## src/sv/json_string_unescape_utf8_core_macros.svh

```systemverilog
// Assertion macros used by the RTL of the JSON string unescaper.
`ifndef JSON_STRING_UNESCAPE_UTF8_CORE_MACROS_SVH
`define JSON_STRING_UNESCAPE_UTF8_CORE_MACROS_SVH

`ifndef ASSERT_OFF
// Same-cycle implication, sampled at the rising clock edge.
`define JSU_ASSERT_IMPLY(label, clk, rst, cond, prop) \
  label: assert property (@(posedge clk) disable iff (rst) (cond) |-> (prop)) \
    else $error("assertion failed");
// Next-cycle implication, sampled at the rising clock edge.
`define JSU_ASSERT_NEXT(label, clk, rst, cond, prop) \
  label: assert property (@(posedge clk) disable iff (rst) (cond) |=> (prop)) \
    else $error("assertion failed");
`else
`define JSU_ASSERT_IMPLY(label, clk, rst, cond, prop)
`define JSU_ASSERT_NEXT(label, clk, rst, cond, prop)
`endif

`endif

```

## src/sv/jsu_pkg.sv

```systemverilog
package jsu_pkg;

  localparam int JSU_QUEUE_DEPTH = 4;

  localparam logic [7:0] CH_QUOTE  = 8'h22;
  localparam logic [7:0] CH_BSLASH = 8'h5C;
  localparam logic [7:0] CH_SLASH  = 8'h2F;
  localparam logic [7:0] CH_U      = 8'h75;

  // Result kinds as seen on the output tuser.
  localparam logic [1:0] KIND_DATA = 2'd0;
  localparam logic [1:0] KIND_END  = 2'd1;
  localparam logic [1:0] KIND_ERR  = 2'd2;

  typedef enum logic [1:0] {
    TAIL_NONE = 2'd0,
    TAIL_END  = 2'd1,
    TAIL_ERR  = 2'd2
  } tail_t;

  // Parser modes, one-hot.
  typedef enum logic [6:0] {
    M_WAIT    = 7'b0000001,
    M_BODY    = 7'b0000010,
    M_ESC     = 7'b0000100,
    M_HEX1    = 7'b0001000,
    M_HELD    = 7'b0010000,
    M_HELD_BS = 7'b0100000,
    M_HEX2    = 7'b1000000
  } mode_t;

  // One queued job: up to two values to write, then an optional marker.
  // A raw value is written as its low byte; otherwise it is a code point.
  typedef struct packed {
    logic        a_vld;
    logic        a_raw;
    logic [20:0] a_cp;
    logic        b_vld;
    logic        b_raw;
    logic [15:0] b_val;
    tail_t       tail;
  } job_t;

  typedef struct packed {
    logic full;
    logic empty;
  } q_stat_t;

  // Returns {valid, digit value}.
  function automatic logic [4:0] hex_value(input logic [7:0] b);
    logic [4:0] r;
    r = 5'd0;
    if (b >= 8'h30 && b <= 8'h39) begin
      r = {1'b1, 4'(b - 8'h30)};
    end else if (b >= 8'h61 && b <= 8'h66) begin
      r = {1'b1, 4'(b - 8'h57)};
    end else if (b >= 8'h41 && b <= 8'h46) begin
      r = {1'b1, 4'(b - 8'h37)};
    end
    return r;
  endfunction

  // Returns {valid, decoded byte} for a single-letter escape.
  function automatic logic [8:0] simple_escape(input logic [7:0] b);
    logic [8:0] r;
    unique case (b) inside
      CH_QUOTE, CH_BSLASH, CH_SLASH: r = {1'b1, b};
      8'h62:   r = {1'b1, 8'h08};
      8'h66:   r = {1'b1, 8'h0C};
      8'h6E:   r = {1'b1, 8'h0A};
      8'h72:   r = {1'b1, 8'h0D};
      8'h74:   r = {1'b1, 8'h09};
      default: r = 9'd0;
    endcase
    return r;
  endfunction

  function automatic logic [2:0] utf8_len(input logic [20:0] cp);
    logic [2:0] r;
    if (cp <= 21'h00007F) begin
      r = 3'd1;
    end else if (cp <= 21'h0007FF) begin
      r = 3'd2;
    end else if (cp <= 21'h00FFFF) begin
      r = 3'd3;
    end else begin
      r = 3'd4;
    end
    return r;
  endfunction

  // Byte number idx of the UTF-8 form of cp, which is len bytes long.
  function automatic logic [7:0] utf8_byte(input logic [20:0] cp, input logic [2:0] len,
                                           input logic [1:0] idx);
    logic [7:0] r;
    logic [7:0] c0, c1, c2;
    c0 = {2'b10, cp[5:0]};
    c1 = {2'b10, cp[11:6]};
    c2 = {2'b10, cp[17:12]};
    if (len == 3'd1) begin
      r = cp[7:0];
    end else if (len == 3'd2) begin
      r = (idx == 2'd0) ? {3'b110, cp[10:6]} : c0;
    end else if (len == 3'd3) begin
      if (idx == 2'd0) begin
        r = {4'b1110, cp[15:12]};
      end else if (idx == 2'd1) begin
        r = c1;
      end else begin
        r = c0;
      end
    end else begin
      if (idx == 2'd0) begin
        r = {5'b11110, cp[20:18]};
      end else if (idx == 2'd1) begin
        r = c2;
      end else if (idx == 2'd2) begin
        r = c1;
      end else begin
        r = c0;
      end
    end
    return r;
  endfunction

endpackage

```

## src/sv/jsu_fifo.sv

```systemverilog
module jsu_fifo import jsu_pkg::*; #(
  parameter int DEPTH = JSU_QUEUE_DEPTH
) (
  input  logic    clk,
  input  logic    rst,
  input  logic    push,
  input  job_t    push_job,
  input  logic    pop,
  output job_t    head,
  output q_stat_t stat
);

  localparam int PW = (DEPTH > 1) ? $clog2(DEPTH) : 1;
  localparam int CW = $clog2(DEPTH + 1);

  job_t          mem [DEPTH];
  logic [PW-1:0] wr_ptr;
  logic [PW-1:0] rd_ptr;
  logic [CW-1:0] count;

  assign stat.full  = (count == CW'(DEPTH));
  assign stat.empty = (count == '0);
  assign head       = mem[rd_ptr];

  always_ff @(posedge clk) begin
    if (push) begin
      mem[wr_ptr] <= push_job;
    end
  end

  always_ff @(posedge clk) begin
    if (rst) begin
      wr_ptr <= '0;
      rd_ptr <= '0;
      count  <= '0;
    end else begin
      if (push) begin
        wr_ptr <= (wr_ptr == PW'(DEPTH - 1)) ? '0 : wr_ptr + 1'b1;
      end
      if (pop) begin
        rd_ptr <= (rd_ptr == PW'(DEPTH - 1)) ? '0 : rd_ptr + 1'b1;
      end
      if (push && !pop) begin
        count <= count + 1'b1;
      end else if (pop && !push) begin
        count <= count - 1'b1;
      end
    end
  end

endmodule

```

## src/sv/jsu_front.sv

```systemverilog
module jsu_front import jsu_pkg::*; (
  input  logic       clk,
  input  logic       rst,
  input  logic       s_tvalid,
  output logic       s_tready,
  input  logic [7:0] s_tdata,
  input  logic       s_tlast,
  input  q_stat_t    q_stat,
  output logic       push,
  output job_t       push_job
);

  mode_t       mode, mode_next;
  logic [15:0] acc, acc_next;
  logic [1:0]  cnt, cnt_next;
  logic [15:0] held, held_next;

  logic        accept;
  logic [4:0]  hx;
  logic [8:0]  se;
  logic [15:0] acc_dig;
  logic        val_hi, val_lo;
  logic        err;
  job_t        job;

  assign s_tready = !q_stat.full;
  assign accept   = s_tvalid && s_tready;
  assign hx       = hex_value(s_tdata);
  assign se       = simple_escape(s_tdata);
  assign acc_dig  = {acc[11:0], hx[3:0]};
  assign val_hi   = (acc_dig >= 16'hD800) && (acc_dig <= 16'hDBFF);
  assign val_lo   = (acc_dig >= 16'hDC00) && (acc_dig <= 16'hDFFF);

  always_comb begin
    mode_next = mode;
    acc_next  = acc;
    cnt_next  = cnt;
    held_next = held;
    err       = 1'b0;
    job       = '0;
    job.tail  = TAIL_NONE;
    unique case (mode) inside
      M_BODY: begin
        if (s_tdata == CH_QUOTE) begin
          job.tail  = TAIL_END;
          mode_next = M_WAIT;
        end else if (s_tdata == CH_BSLASH) begin
          mode_next = M_ESC;
        end else begin
          job.a_vld = 1'b1;
          job.a_raw = 1'b1;
          job.a_cp  = {13'd0, s_tdata};
        end
      end
      M_ESC: begin
        if (s_tdata == CH_U) begin
          mode_next = M_HEX1;
          acc_next  = '0;
          cnt_next  = '0;
        end else if (se[8]) begin
          job.a_vld = 1'b1;
          job.a_raw = 1'b1;
          job.a_cp  = {13'd0, se[7:0]};
          mode_next = M_BODY;
        end else begin
          err = 1'b1;
        end
      end
      M_HEX1, M_HEX2: begin
        if (!hx[4]) begin
          err = 1'b1;
        end else if (cnt != 2'd3) begin
          acc_next = acc_dig;
          cnt_next = cnt + 2'd1;
        end else begin
          acc_next = '0;
          cnt_next = '0;
          if (mode == M_HEX1) begin
            if (val_hi) begin
              held_next = acc_dig;
              mode_next = M_HELD;
            end else begin
              job.a_vld = 1'b1;
              job.a_cp  = {5'd0, acc_dig};
              mode_next = M_BODY;
            end
          end else begin
            held_next = '0;
            job.a_vld = 1'b1;
            if (val_lo) begin
              // Surrogate pair: 0x10000 + (hi[9:0] << 10 | lo[9:0]).
              job.a_cp  = {1'b0, held[9:0], acc_dig[9:0]} + 21'h010000;
              mode_next = M_BODY;
            end else begin
              job.a_cp = {5'd0, held};
              if (val_hi) begin
                held_next = acc_dig;
                mode_next = M_HELD;
              end else begin
                job.b_vld = 1'b1;
                job.b_val = acc_dig;
                mode_next = M_BODY;
              end
            end
          end
        end
      end
      M_HELD: begin
        if (s_tdata == CH_BSLASH) begin
          mode_next = M_HELD_BS;
        end else begin
          job.a_vld = 1'b1;
          job.a_cp  = {5'd0, held};
          held_next = '0;
          if (s_tdata == CH_QUOTE) begin
            job.tail  = TAIL_END;
            mode_next = M_WAIT;
          end else begin
            job.b_vld = 1'b1;
            job.b_raw = 1'b1;
            job.b_val = {8'd0, s_tdata};
            mode_next = M_BODY;
          end
        end
      end
      M_HELD_BS: begin
        if (s_tdata == CH_U) begin
          mode_next = M_HEX2;
          acc_next  = '0;
          cnt_next  = '0;
        end else if (se[8]) begin
          job.a_vld = 1'b1;
          job.a_cp  = {5'd0, held};
          held_next = '0;
          job.b_vld = 1'b1;
          job.b_raw = 1'b1;
          job.b_val = {8'd0, se[7:0]};
          mode_next = M_BODY;
        end else begin
          err = 1'b1;
        end
      end
      default: begin
        if (s_tdata == CH_QUOTE) begin
          mode_next = M_BODY;
        end else begin
          err = 1'b1;
        end
      end
    endcase
    // A syntax error, or input that ends with the string still open.
    if (err || (s_tlast && mode_next != M_WAIT)) begin
      job.tail  = TAIL_ERR;
      mode_next = M_WAIT;
    end
    if (mode_next == M_WAIT) begin
      acc_next  = '0;
      cnt_next  = '0;
      held_next = '0;
    end
  end

  assign push     = accept && (job.a_vld || job.b_vld || job.tail != TAIL_NONE);
  assign push_job = job;

  always_ff @(posedge clk) begin
    if (rst) begin
      mode <= M_WAIT;
      acc  <= '0;
      cnt  <= '0;
      held <= '0;
    end else if (accept) begin
      mode <= mode_next;
      acc  <= acc_next;
      cnt  <= cnt_next;
      held <= held_next;
    end
  end

endmodule

```

## src/sv/jsu_back.sv

```systemverilog
module jsu_back import jsu_pkg::*; (
  input  logic       clk,
  input  logic       rst,
  input  q_stat_t    q_stat,
  input  job_t       head,
  output logic       pop,
  output logic       m_tvalid,
  input  logic       m_tready,
  output logic [7:0] m_tdata,
  output logic [1:0] m_tuser,
  output logic       m_tlast
);

  logic        a_done, b_done;
  logic [1:0]  idx;

  logic        part_a, part_b, part_t;
  logic [20:0] cp_sel;
  logic        raw_sel;
  logic [2:0]  len;
  logic [7:0]  byte_val;
  logic        part_end, more_after, job_end, adv;

  assign part_a     = head.a_vld && !a_done;
  assign part_b     = !part_a && head.b_vld && !b_done;
  assign part_t     = !part_a && !part_b;
  assign cp_sel     = part_a ? head.a_cp : {5'd0, head.b_val};
  assign raw_sel    = part_a ? head.a_raw : head.b_raw;
  assign len        = raw_sel ? 3'd1 : utf8_len(cp_sel);
  assign byte_val   = raw_sel ? cp_sel[7:0] : utf8_byte(cp_sel, len, idx);
  assign part_end   = ({1'b0, idx} == len - 3'd1);
  assign more_after = part_a ? (head.b_vld || head.tail != TAIL_NONE)
                             : (head.tail != TAIL_NONE);
  assign job_end    = part_t || (part_end && !more_after);
  assign adv        = !q_stat.empty && (!m_tvalid || m_tready);
  assign pop        = adv && job_end;

  always_ff @(posedge clk) begin
    if (adv) begin
      m_tdata <= part_t ? 8'd0 : byte_val;
      m_tlast <= job_end;
      if (!part_t) begin
        m_tuser <= KIND_DATA;
      end else if (head.tail == TAIL_END) begin
        m_tuser <= KIND_END;
      end else begin
        m_tuser <= KIND_ERR;
      end
    end
  end

  always_ff @(posedge clk) begin
    if (rst) begin
      m_tvalid <= 1'b0;
      a_done   <= 1'b0;
      b_done   <= 1'b0;
      idx      <= '0;
    end else if (adv) begin
      m_tvalid <= 1'b1;
      if (job_end) begin
        a_done <= 1'b0;
        b_done <= 1'b0;
        idx    <= '0;
      end else if (part_end) begin
        a_done <= a_done || part_a;
        b_done <= b_done || part_b;
        idx    <= '0;
      end else begin
        idx <= idx + 2'd1;
      end
    end else if (m_tready) begin
      m_tvalid <= 1'b0;
    end
  end

endmodule

```

## src/sv/json_string_unescape_utf8_core.sv

```systemverilog
// Streaming JSON string unescaper with UTF-8 output.
// Input channel (s_*): one raw byte of a quoted JSON string per transaction,
// with s_tlast set on the final byte of the input. The opening quote comes first.
// Output channel (m_*): one result per transaction. m_tuser gives the kind:
// a decoded UTF-8 byte, the end marker at the closing quote, or an error marker
// for a bad first byte, a bad escape or input that ends inside the string.
// m_tlast marks the last result caused by one input byte.
// An accepted byte is queued as a job; its first result is then registered at the
// output. The input side takes one byte per cycle unless the queue is full; the
// output side writes one result per cycle unless m_tready is low. A byte yields
// up to seven results (an unpaired surrogate escape, a second one, truncation).
// A job queue of QUEUE_DEPTH entries sits between the parser and the encoder;
// s_tready drops only while it is full, so a stalled receiver backs up the
// queue before it stops the input. Reset is synchronous: the parser returns
// to waiting for an opening quote and the queue and output register empty.
module json_string_unescape_utf8_core import jsu_pkg::*; #(
  parameter int QUEUE_DEPTH = JSU_QUEUE_DEPTH
) (
  input  logic       clk,
  input  logic       rst,
  input  logic       s_tvalid,
  output logic       s_tready,
  input  logic [7:0] s_tdata,   // [7:0] in_byte
  input  logic       s_tlast,
  output logic       m_tvalid,
  input  logic       m_tready,
  output logic [7:0] m_tdata,   // [7:0] out_byte
  output logic [1:0] m_tuser,   // [1:0] out_kind
  output logic       m_tlast
);

`include "json_string_unescape_utf8_core_macros.svh"

  // Parser to queue, and queue to encoder.
  logic    push;
  job_t    push_job;
  logic    pop;
  job_t    head;
  q_stat_t q_stat;

  // The front end tracks the escape state and turns each byte into a job:
  // at most two values (code points or raw bytes) and an optional marker.
  jsu_front u_front (
    .clk      (clk),
    .rst      (rst),
    .s_tvalid (s_tvalid),
    .s_tready (s_tready),
    .s_tdata  (s_tdata),
    .s_tlast  (s_tlast),
    .q_stat   (q_stat),
    .push     (push),
    .push_job (push_job)
  );

  jsu_fifo #(
    .DEPTH (QUEUE_DEPTH)
  ) u_fifo (
    .clk      (clk),
    .rst      (rst),
    .push     (push),
    .push_job (push_job),
    .pop      (pop),
    .head     (head),
    .stat     (q_stat)
  );

  // The back end walks the head job one output byte per cycle when not stalled.
  jsu_back u_back (
    .clk      (clk),
    .rst      (rst),
    .q_stat   (q_stat),
    .head     (head),
    .pop      (pop),
    .m_tvalid (m_tvalid),
    .m_tready (m_tready),
    .m_tdata  (m_tdata),
    .m_tuser  (m_tuser),
    .m_tlast  (m_tlast)
  );

  // Markers always close the group of results of their input byte.
  `JSU_ASSERT_IMPLY(a_marker_last, clk, rst, m_tvalid && m_tuser != KIND_DATA, m_tlast)
  // Markers carry a zero data byte.
  `JSU_ASSERT_IMPLY(a_marker_zero, clk, rst, m_tvalid && m_tuser != KIND_DATA, m_tdata == 8'd0)
  // The final input byte always leaves an end or error job in the queue.
  `JSU_ASSERT_NEXT(a_last_job, clk, rst, s_tvalid && s_tready && s_tlast, !q_stat.empty)

endmodule
```

## config.mk

```make
export PLATFORM = sky130hd
export DESIGN_NAME = json_string_unescape_utf8_core
export DESIGN_NICKNAME = d
export VERILOG_FILES = /design/src/sv/jsu_pkg.sv /design/src/sv/jsu_fifo.sv /design/src/sv/jsu_front.sv /design/src/sv/jsu_back.sv /design/src/sv/json_string_unescape_utf8_core.sv
export VERILOG_INCLUDE_DIRS = /design/src /design/src/sv
export SDC_FILE = /design/constraint.sdc
export NUM_CORES = 1
export LEC_CHECK = 0
export BUFFER_PORTS_ARGS = -buffer_cell sky130_fd_sc_hd__buf_4
export CELL_PAD_IN_SITES_DETAIL_PLACEMENT = 2
export CELL_PAD_IN_SITES_GLOBAL_PLACEMENT = 2
export CORE_UTILIZATION = 30
export CTS_CLUSTER_SIZE = 20
export DETAILED_ROUTE_END_ITERATION = 8
export PLACE_DENSITY = 0.59
export SLEW_MARGIN = 20
export SYNTH_ARGS = -nofsm -noshare
export SYNTH_HDL_FRONTEND = slang
export SYNTH_SLANG_ARGS = --single-unit
```

## constraint.sdc

```tcl
create_clock -name clk -period 10.5 [get_ports clk]
set_input_delay 1.575 -clock clk [delete_from_list [all_inputs] [get_ports clk]]
set_output_delay 1.575 -clock clk [all_outputs]
set_load 0.01 [all_outputs]
```

==> results of run 1 <==
## cell type report
cell class | count | area [um2] | area share (%)
Clock buffer | 39 | 761 | 5.98
Clock inverter | 11 | 104 | 0.817
Inverter | 34 | 128 | 1.00
Multi-Input combinational cell | 552 | 4370 | 34.3
Sequential cell | 234 | 6520 | 51.3
Tap cell | 468 | 586 | 4.60
Timing Repair Buffer | 34 | 255 | 2.01
## registers in the layout (all words and copies together) (netlist names), 3 cells and up, named ones only
name            cells
u_front.acc        12
u_front.held       16
u_front.mode        7
u_fifo.count        3
u_back.m_tdata      8
u_fifo.mem        172
## cells in the final DEF (no fill, tap or decap), types with 8 or more instances in the layout
master and count:
buf_4 34, mux4_2 42, o2bb2ai_1 8, o21ai_0 32
inv_1 34, mux2i_1 27, dfxtp_1 49, ha_1 19
and2_1 17, a21oi_1 39, edfxtp_1 183, nor2_1 59
a22oi_1 8, nand3_1 18, a22o_1 17, clkbuf_16 27
nor3_1 18, a21o_1 11, nand2_1 74, mux2_2 10
clkbuf_1 8
## path summary, 6_finish.rpt
check | startpoint | endpoint | slack, ps | cells past startpoint
max reg2reg | flop | u_fifo.count[2] | 4220 | 21
min | u_front.held[15] | u_front.held[15] | 460 | 1
min reg2reg | u_front.held[15] | u_front.held[15] | 460 | 1
max | flop | u_fifo.count[2] | 4220 | 21
## where the power goes
group	leakage (nW)	switching, W	internal, W
sequential	2.11	0.0000365	0.00112
combinational	1.87	0.000579	0.000359
clock	0.426	0.000362	0.000549
## routing by layer
metal / part of all wire (%) / routed length, um
met1: 46 / 15000
met2: 50 / 16200
met3: 2.6 / 858
met4: 1.5 / 485
met5: 0 / 0
## cell families (layout without fill, tap and decap cells)
logic type | Yosys count | after routing
DFF | 234 | 234
buffers and inverters | 75 | 118
xor gates and xnor gates | 11 | 11
AOI/OAI and AO/OA | 188 | 188
muxes | 79 | 79
adders and majority gates | 20 | 20
and+or+nand+nor | 254 | 254
## stage by stage
step	setup slack, ps	power, W
after floorplan	5330	0.00183
after global placement	4230	0.00212
after detailed placement	4030	0.00214
after CTS	4020	0.00306
after global routing	3590	0.00318
final	4220	0.00301
==> impl_metrics.csv, run 1 <==
group,metric,value,unit
drt,route.detailed.drc,0,
logic_synthesis,synth_nets,894,
logic_synthesis,synth_ff_type,"edfxtp_1",
place,io_buffers,25,
logic_synthesis,synth.avg_cell_area,13.0,um2
power,ir_drop,0.0961,mV
floorplan,initial_core_util,30.5,%
logic_synthesis,synth_cells,861,
status,status,"complete, no violations",
floorplan,dieHeight,195,um
grt,grt_antenna_before_repair,0,
logic_synthesis,synth_edf_count,183,
clocking,numCtsBuffers,27,
clocking,post-cts-setup-buffers,0,
power,leakage,4.41,nW
sta,drv_slew,0,
worst_setup_path,crit_slowest_cell,"mux2i_1",
logic_synthesis,synth_cell_types,86,
drt,vias,7296,
drt,wl_per_cell,23.7,um
grt,grt_start_max_net_pins,51,
finish,drive_above_1_share,16.9,%
clocking,clk-insertion-delay-late,540,ps
logic_synthesis,yosys.area_share.adder,2.30,%
grt,grt_pass1_wl,50.7,mm
place,postPlaceCellArea,0.0119,mm2
drt,drt_iter0_drc,341,
grt,globalRoute.busiestLayer,"met2",
grt,first_global_vias,7988,
finish,syn_to_final_growth,13.7,%
logic_synthesis,synth_mux_area_share,11.9,%
worst_setup_path,critical_path_required,10970,ps
grt,overflow,0,
floorplan,dieArea,0.0381,mm2
sta,skew,26.8,ps
drt,detail-route-antenna-nets,0,
drt,wirelength,32.5,mm
clocking,cts_resized,0,
logic_synthesis,yosysTopAreaCellShare,49.1,%
worst_setup_path,crit_chain,"buf_4, nor2b_1, o2bb2ai_2, buf_4, mux2i_1, a41oi_1, nand2_1, inv_1, ha_1, xnor2_1, or3_1, nor2_1, a211oi_2, o31ai_4, inv_1, ha_1, inv_1, fa_1, xor2_1, or3_1, a21oi_1",
logic_synthesis,synth_compound_area_share,12.4,%
drt,firstDrtPassIters,5,
worst_setup_path,crit_type,"reg2reg",
floorplan,die_w,195,um
finish,nFillCells,3795,
sta,worst_pin_slew,1090,ps
logic_synthesis,synth-async-reset-ratio,0,%
sta,fin_crit_sh,59.9,%
logic_synthesis,yosys_register_bits,234,
clocking,clockBufferDepth,3,
place,hpwlAfterDp,22.9,mm
logic_synthesis,seq_area_frac_synth,58.2,%
worst_setup_path,cp-start-kind,"flop",
finish,stdcell_count,1372,
grt,grt.met2_usage,30.6,%
sta,fin_tns_setup,0,ps
finish,fin_area,0.0127,mm2
sta,holdWs,459,ps
place,gp_congestion,0.780,
place,dp_cells,1322,
clocking,clock_sinks,234,
logic_synthesis,yosys-top-cells-area,"edfxtp_1 (49%), dfxtp_1 (9.1%), mux4_2 (8.5%)",
grt,grt.met3_usage,1.95,%
logic_synthesis,synth_xor_area_share,0.861,%
sta,relSlewSlack,27.3,%
drt,viasPerCell,5.32,
worst_setup_path,cpPeakStageDelay,760,ps
grt,track_usage,17.5,%
sta,min_period,6280,ps
min_path,holdCritPathClass,"reg2reg",
worst_setup_path,critPathTopFamily,"compound AO/OA/AOI/OAI gates",
worst_setup_path,path_buf_inv,5,
worst_setup_path,crit_path_frequent_cell,"inv_1",
worst_setup_path,cp_max_fo,43,
clocking,root_buffer,"clkbuf_16",
worst_setup_path,critPathCaptureType,"flop",
floorplan,core,0.0367,mm2
power,p_per_area,237,mW/mm2
clocking,path_clk_slew,60,ps
floorplan,rows,70,
clocking,cts_tree,"yes",
finish,final_nets,916,
logic_synthesis,synth.top_cells.by_count,"edfxtp_1 (183), nand2_1 (74), nor2_1 (59)",
worst_setup_path,critPathArrivalTime,6750,ps
sta,setup_violations,0,
floorplan,ios,26,
logic_synthesis,synth_area,0.0112,mm2
logic_synthesis,ys_warn_count,0,
flow_run,maxCapViolCount,0,
logic_synthesis,synth_top_family_by_area,"compound AO/OA/AOI/OAI gates",
logic_synthesis,synth-simple-area-share,11.5,%
clocking,hold_buffers,0,
logic_synthesis,yosysMostFrequentCell,"edfxtp_1",
logic_synthesis,synth_top_area_cell,"edfxtp_1",
grt,gr-usage-met1,23.3,%
clocking,htree_num_levels,1,
sta,fmax,159,MHz
sta,hold_viol_final,0,
sta,grt_setup_unrepaired,"false",
finish,diodes,0,
finish,fin_util,34.7,%
Note: power is estimated with default switching activity, not from simulation.
==> run 2, diff against run 1 <==
==> constraint.sdc (replaced) <==
create_clock -name clk -period 6.3 [get_ports clk]
set_input_delay 0.945 -clock clk [delete_from_list [all_inputs] [get_ports clk]]
set_output_delay 0.945 -clock clk [all_outputs]
set_load 0.01 [all_outputs]
==> impl_metrics.csv, run 2 (synthesis gave the netlist of run 1 again) <==
group,metric,value,unit
floorplan,ios,26,
drt,wl_per_cell,23.3,um
worst_setup_path,reg2regPathDepth,20,
power,p_per_area,395,mW/mm2
power,power_frac_comb,31.8,%
min_path,whs_endpoint,"u_front.held[13]",
clocking,clk-insertion-delay-late,530,ps
min_path,whs_path_depth,1,
finish,largest-register,"u_fifo.mem",
sta,fin_crit_sh,86.4,%
place,place_ws,832,ps
min_path,hp-start,"u_front.held[13]",
power,power,0.00507,W
floorplan,initial_core_util,30.5,%
finish,drive_above_1_share,17.9,%
sta,relSlewSlack,41.9,%
worst_setup_path,crit_type,"reg2reg",
drt,drt_iter0_drc,431,
clocking,htree_num_levels,1,
clocking,cts_resized,0,
sta,fin_ws,854,ps
drt,viasPerCell,5.28,
sta,fmax,184,MHz
finish,syn_to_final_growth,14.8,%
finish,diodes,0,
worst_setup_path,cp_max_fo,31,
grt,grt_pass1_wl,50.0,mm
clocking,path_clk_slew,60,ps
clocking,root_buffer,"clkbuf_16",
power,internal_power,0.00342,W
drt,vias,7302,
worst_setup_path,rr_endpoint,"u_fifo.count[2]",
grt,overflow,0,
finish,nFillCells,3771,
drt,route.detailed.drc,0,
grt,grt_start_max_net_pins,44,
grt,track_usage,17.2,%
worst_setup_path,critical_path_required,6760,ps
sta,drv_slew,0,
clocking,numCtsBuffers,26,
power,leakage,4.48,nW
power,p_clk_share,29.8,%
drt,wirelength,32.1,mm
clocking,hold_buffers,0,
worst_setup_path,cp-start-kind,"flop",
clocking,clock_sinks,234,
place,io_buffers,25,
place,gp_congestion,0.795,
clocking,cts_tree,"yes",
finish,final_cell_mix,"edfxtp_1 (183), nand2_1 (74), nor2_1 (59)",
finish,top_regs,"u_fifo.mem x172, u_front.held x16, u_front.acc x12",
power,power_switching,0.00165,W
finish,final_nets,927,
floorplan,die_w,195,um
clocking,clockBufferDepth,3,
finish,final_common_cell,"edfxtp_1",
sta,hold_viol_final,0,
power,ir_drop,0.176,mV
min_path,holdCritPathClass,"reg2reg",
power,pwr-share-seq,38.4,%
place,hpwlAfterDp,23.2,mm
floorplan,core,0.0367,mm2
drt,detail-route-antenna-nets,0,
sta,grt_setup_unrepaired,"false",
drt,firstDrtPassIters,5,
floorplan,dieArea,0.0381,mm2
sta,fin_tns_setup,0,ps
clocking,post-cts-setup-buffers,0,
sta,setup_violations,0,
sta,skew,8.96,ps
floorplan,dieHeight,195,um
sta,min_period,5450,ps
grt,grt_antenna_before_repair,0,
status,status,"complete, no violations",
flow_run,maxCapViolCount,0,
worst_setup_path,critPathCaptureType,"flop",
finish,largest_reg_flops,172,
worst_setup_path,regToRegSetupSlack,850,ps
worst_setup_path,critPathArrivalTime,5910,ps
floorplan,rows,70,
grt,first_global_vias,8032,
sta,worst_pin_slew,866,ps
power,sw_frac_of_total,32.6,%
run 2: cell types whose count changed in the layout (fill, tap and decap cells not counted), sizes merged:
cell / change
buf: +12
clkbuf: -7
inv: -1
clkinv: +5
bufinv: +1
run 2: worst max path at each step:
stage	startpoint	endpoint	slack (ps)	cells past startpoint
2_1_floorplan	flop	u_fifo.count[2]	1390	22
3_3_place_gp	flop	u_fifo.count[2]	880	20
3_5_place_dp	flop	u_fifo.count[2]	830	20
4_1_cts	flop	u_fifo.count[2]	810	20
5_1_grt	flop	u_fifo.count[2]	350	20
6_report	flop	u_fifo.count[2]	850	20
run 2: routing by layer:
layer	up-vias	wire [um]	global-route usage [%]
li1	3403	-	-
met1	3754	14900	23.0
met2	105	15800	29.9
met3	40	954	2.06
met4	0	492	3.59
met5	-	0	0
run 2: stage by stage:
stage	instances	hold slack, ps	utilization, %	cell area [um2]
2_1_floorplan	861	420	-	11200
3_3_place_gp	1334	439	32.7	12000
3_5_place_dp	1334	453	32.7	12000
4_1_cts	1382	468	35.0	12800
5_1_grt	1382	483	35.0	12800
6_report	1382	469	35.0	12800
run 2: final cells by class:
type                       count  area [um2]  area share, %
sequential                   234        6520           50.7
multi-input combinational    552        4370           34.0
clock buffer                  32         693           5.39
tap                          468         586           4.56
timing repair buffer          46         395           3.08
clock inverter                16         161           1.26
inverter                      34         128          0.993
run 2: power by group through the flow:
| stage | combinational, W | sequential (W) | clock, W |
|---|---|---|---|
| CTS | 0.00165 | 0.00195 | 0.00156 |
| floorplan | 0.00108 | 0.00197 | 0 |
| global placement | 0.00162 | 0.00198 | 0 |
| detailed placement | 0.00164 | 0.00199 | 0 |
| finish | 0.00161 | 0.00195 | 0.00151 |
| global route | 0.00177 | 0.00197 | 0.00161 |
run 2: critical path, cell delays in order, from the launching register on:
cell and delay [ps]:
dfxtp_2 610, buf_12 320, mux4_2 560, or4_4 560, o21ai_1 280, a41oi_1 190, nand2_1 150, inv_1 70
ha_1 290, xnor2_1 260, or3_1 170, o32ai_1 100, a211oi_2 290, o31ai_4 130, inv_1 80, ha_1 170
inv_1 70, fa_1 430, xor2_1 170, or3_1 320, a21oi_1 140
==> run 3, diff against run 2 <==
--- a/config.mk
+++ b/config.mk
@@ -13,6 +13,7 @@
 export CTS_CLUSTER_SIZE = 20
 export DETAILED_ROUTE_END_ITERATION = 8
 export PLACE_DENSITY = 0.59
+export RECOVER_POWER = 25
 export SLEW_MARGIN = 20
 export SYNTH_ARGS = -nofsm -noshare
 export SYNTH_HDL_FRONTEND = slang
==> impl_metrics.csv, run 3 (synthesis gave the netlist of run 1 again) <==
group,metric,value,unit
clocking,clk-insertion-delay-late,530,ps
sta,fmax,183,MHz
worst_setup_path,cp-start-kind,"flop",
finish,final_common_cell,"edfxtp_1",
drt,viasPerCell,5.29,
grt,grt_pass1_wl,50.0,mm
sta,setup_violations,0,
finish,drive_above_1_share,15.5,%
floorplan,initial_core_util,30.5,%
clocking,cts_resized,0,
grt,track_usage,17.2,%
floorplan,rows,70,
place,postPlaceCellArea,0.0120,mm2
sta,fin_tns_setup,0,ps
clocking,post-cts-setup-buffers,0,
clocking,cts_tree,"yes",
place,gp_congestion,0.795,
floorplan,core,0.0367,mm2
sta,relSlewSlack,-10.7,%
sta,drv_slew,30,
grt,grt_antenna_before_repair,0,
place,dp_cells,1334,
place,io_buffers,25,
clocking,numCtsBuffers,26,
finish,largest-register,"u_fifo.mem",
grt,grt_start_max_net_pins,44,
worst_setup_path,crit_type,"reg2reg",
sta,skew,9.78,ps
finish,largest_reg_flops,172,
drt,drt_iter0_drc,393,
worst_setup_path,critPathCaptureType,"flop",
min_path,holdCritPathClass,"reg2reg",
clocking,root_buffer,"clkbuf_16",
finish,fin_area,0.0128,mm2
sta,hold_viol_final,0,
sta,fin_crit_sh,86.8,%
drt,vias,7314,
clocking,htree_num_levels,1,
drt,route.detailed.drc,0,
grt,overflow,0,
min_path,whs_path_depth,2,
floorplan,ios,26,
flow_run,maxCapViolCount,1,
clocking,hold_buffers,0,
drt,wl_per_cell,23.3,um
finish,stdcell_count,1382,
drt,firstDrtPassIters,5,
finish,diodes,0,
clocking,clock_sinks,234,
power,leakage,4.43,nW
finish,syn_to_final_growth,14.1,%
worst_setup_path,cp_max_fo,31,
sta,grt_setup_unrepaired,"false",
clocking,path_clk_slew,60,ps
drt,wirelength,32.2,mm
floorplan,dieArea,0.0381,mm2
place,hpwlAfterDp,23.2,mm
floorplan,die_w,195,um
power,p_per_area,395,mW/mm2
finish,top_regs,"u_fifo.mem x172, u_front.held x16, u_front.acc x12",
grt,first_global_vias,8032,
finish,final_cell_mix,"edfxtp_1 (183), nand2_1 (74), nor2_1 (59)",
power,ir_drop,0.177,mV
worst_setup_path,reg2regPathDepth,20,
sta,worst_pin_slew,1660,ps
worst_setup_path,critical_path_required,6740,ps
finish,final_nets,927,
drt,detail-route-antenna-nets,0,
status,failed_checks,"max-capacitance violations, max-slew violations",
sta,min_period,5470,ps
status,status,"finished, violations left",
floorplan,dieHeight,195,um
clocking,clockBufferDepth,3,
worst_setup_path,critPathArrivalTime,5910,ps
-- run 3: cell types whose count changed in the layout (fill, tap and decap cells not counted), moves of 6 or more --
cell,before,now
and2_0,1,7
buf_4,42,24
clkbuf_1,4,22
and2_1,17,11
-- run 3: routing by layer --
metal / vias to the layer above / global-route usage (%) / part of all wire [%]
met5: - / 0 / 0
met4: 0 / 3.59 / 1.5
met3: 40 / 2.06 / 2.8
met2: 106 / 29.9 / 49
met1: 3757 / 23.0 / 47
li1: 3411 / - / -
-- run 3: worst max-delay path, stage by stage (launching register included) --
cell,delay (ps)
dfxtp_2,620
buf_12,320
mux4_2,560
or4_4,560
o21ai_1,280
a41oi_1,190
nand2_1,150
inv_1,70
ha_1,290
xnor2_1,260
or3_1,170
o32ai_1,100
a211oi_2,290
o31ai_4,130
inv_1,80
ha_1,170
inv_1,70
fa_1,430
xor2_1,170
or3_1,320
a21oi_1,140
-- run 3: power by group --
group	leakage, nW	internal (W)	switching, W
clock	0.420	0.000901	0.000607
combinational	1.89	0.000618	0.000966
sequential	2.11	0.00187	0.0000785
-- run 3: through the flow --
stage / utilization, % / setup slack [ps] / hold WS (ps) / total power, W
floorplan: - / 1390 / 420 / 0.00305
global placement: 32.7 / 884 / 439 / 0.00360
detailed placement: 32.7 / 832 / 453 / 0.00362
CTS: 35.0 / 810 / 468 / 0.00516
global route: 34.8 / 323 / 483 / 0.00532
finish: 34.8 / 831 / 468 / 0.00504
-- run 3: path summary, 6_finish.rpt --
check | endpoint | slack [ps] | startpoint
max reg2reg | u_fifo.count[2] | 830 | flop
max | u_fifo.count[2] | 830 | flop
min | u_front.cnt[1] | 470 | u_front.cnt[1]
min reg2reg | u_front.cnt[1] | 470 | u_front.cnt[1]
-- run 3: layout make-up --
| class | count | area (um2) |
|---|---|---|
| fillers | 3781 | 23900 |
| repair buffers | 46 | 328 |
| multi-input cells | 552 | 4360 |
| clock buffers | 32 | 693 |
| well taps | 468 | 586 |
| flip-flops and latches | 234 | 6520 |
| inverters | 34 | 128 |
| clock inverters | 16 | 161 |
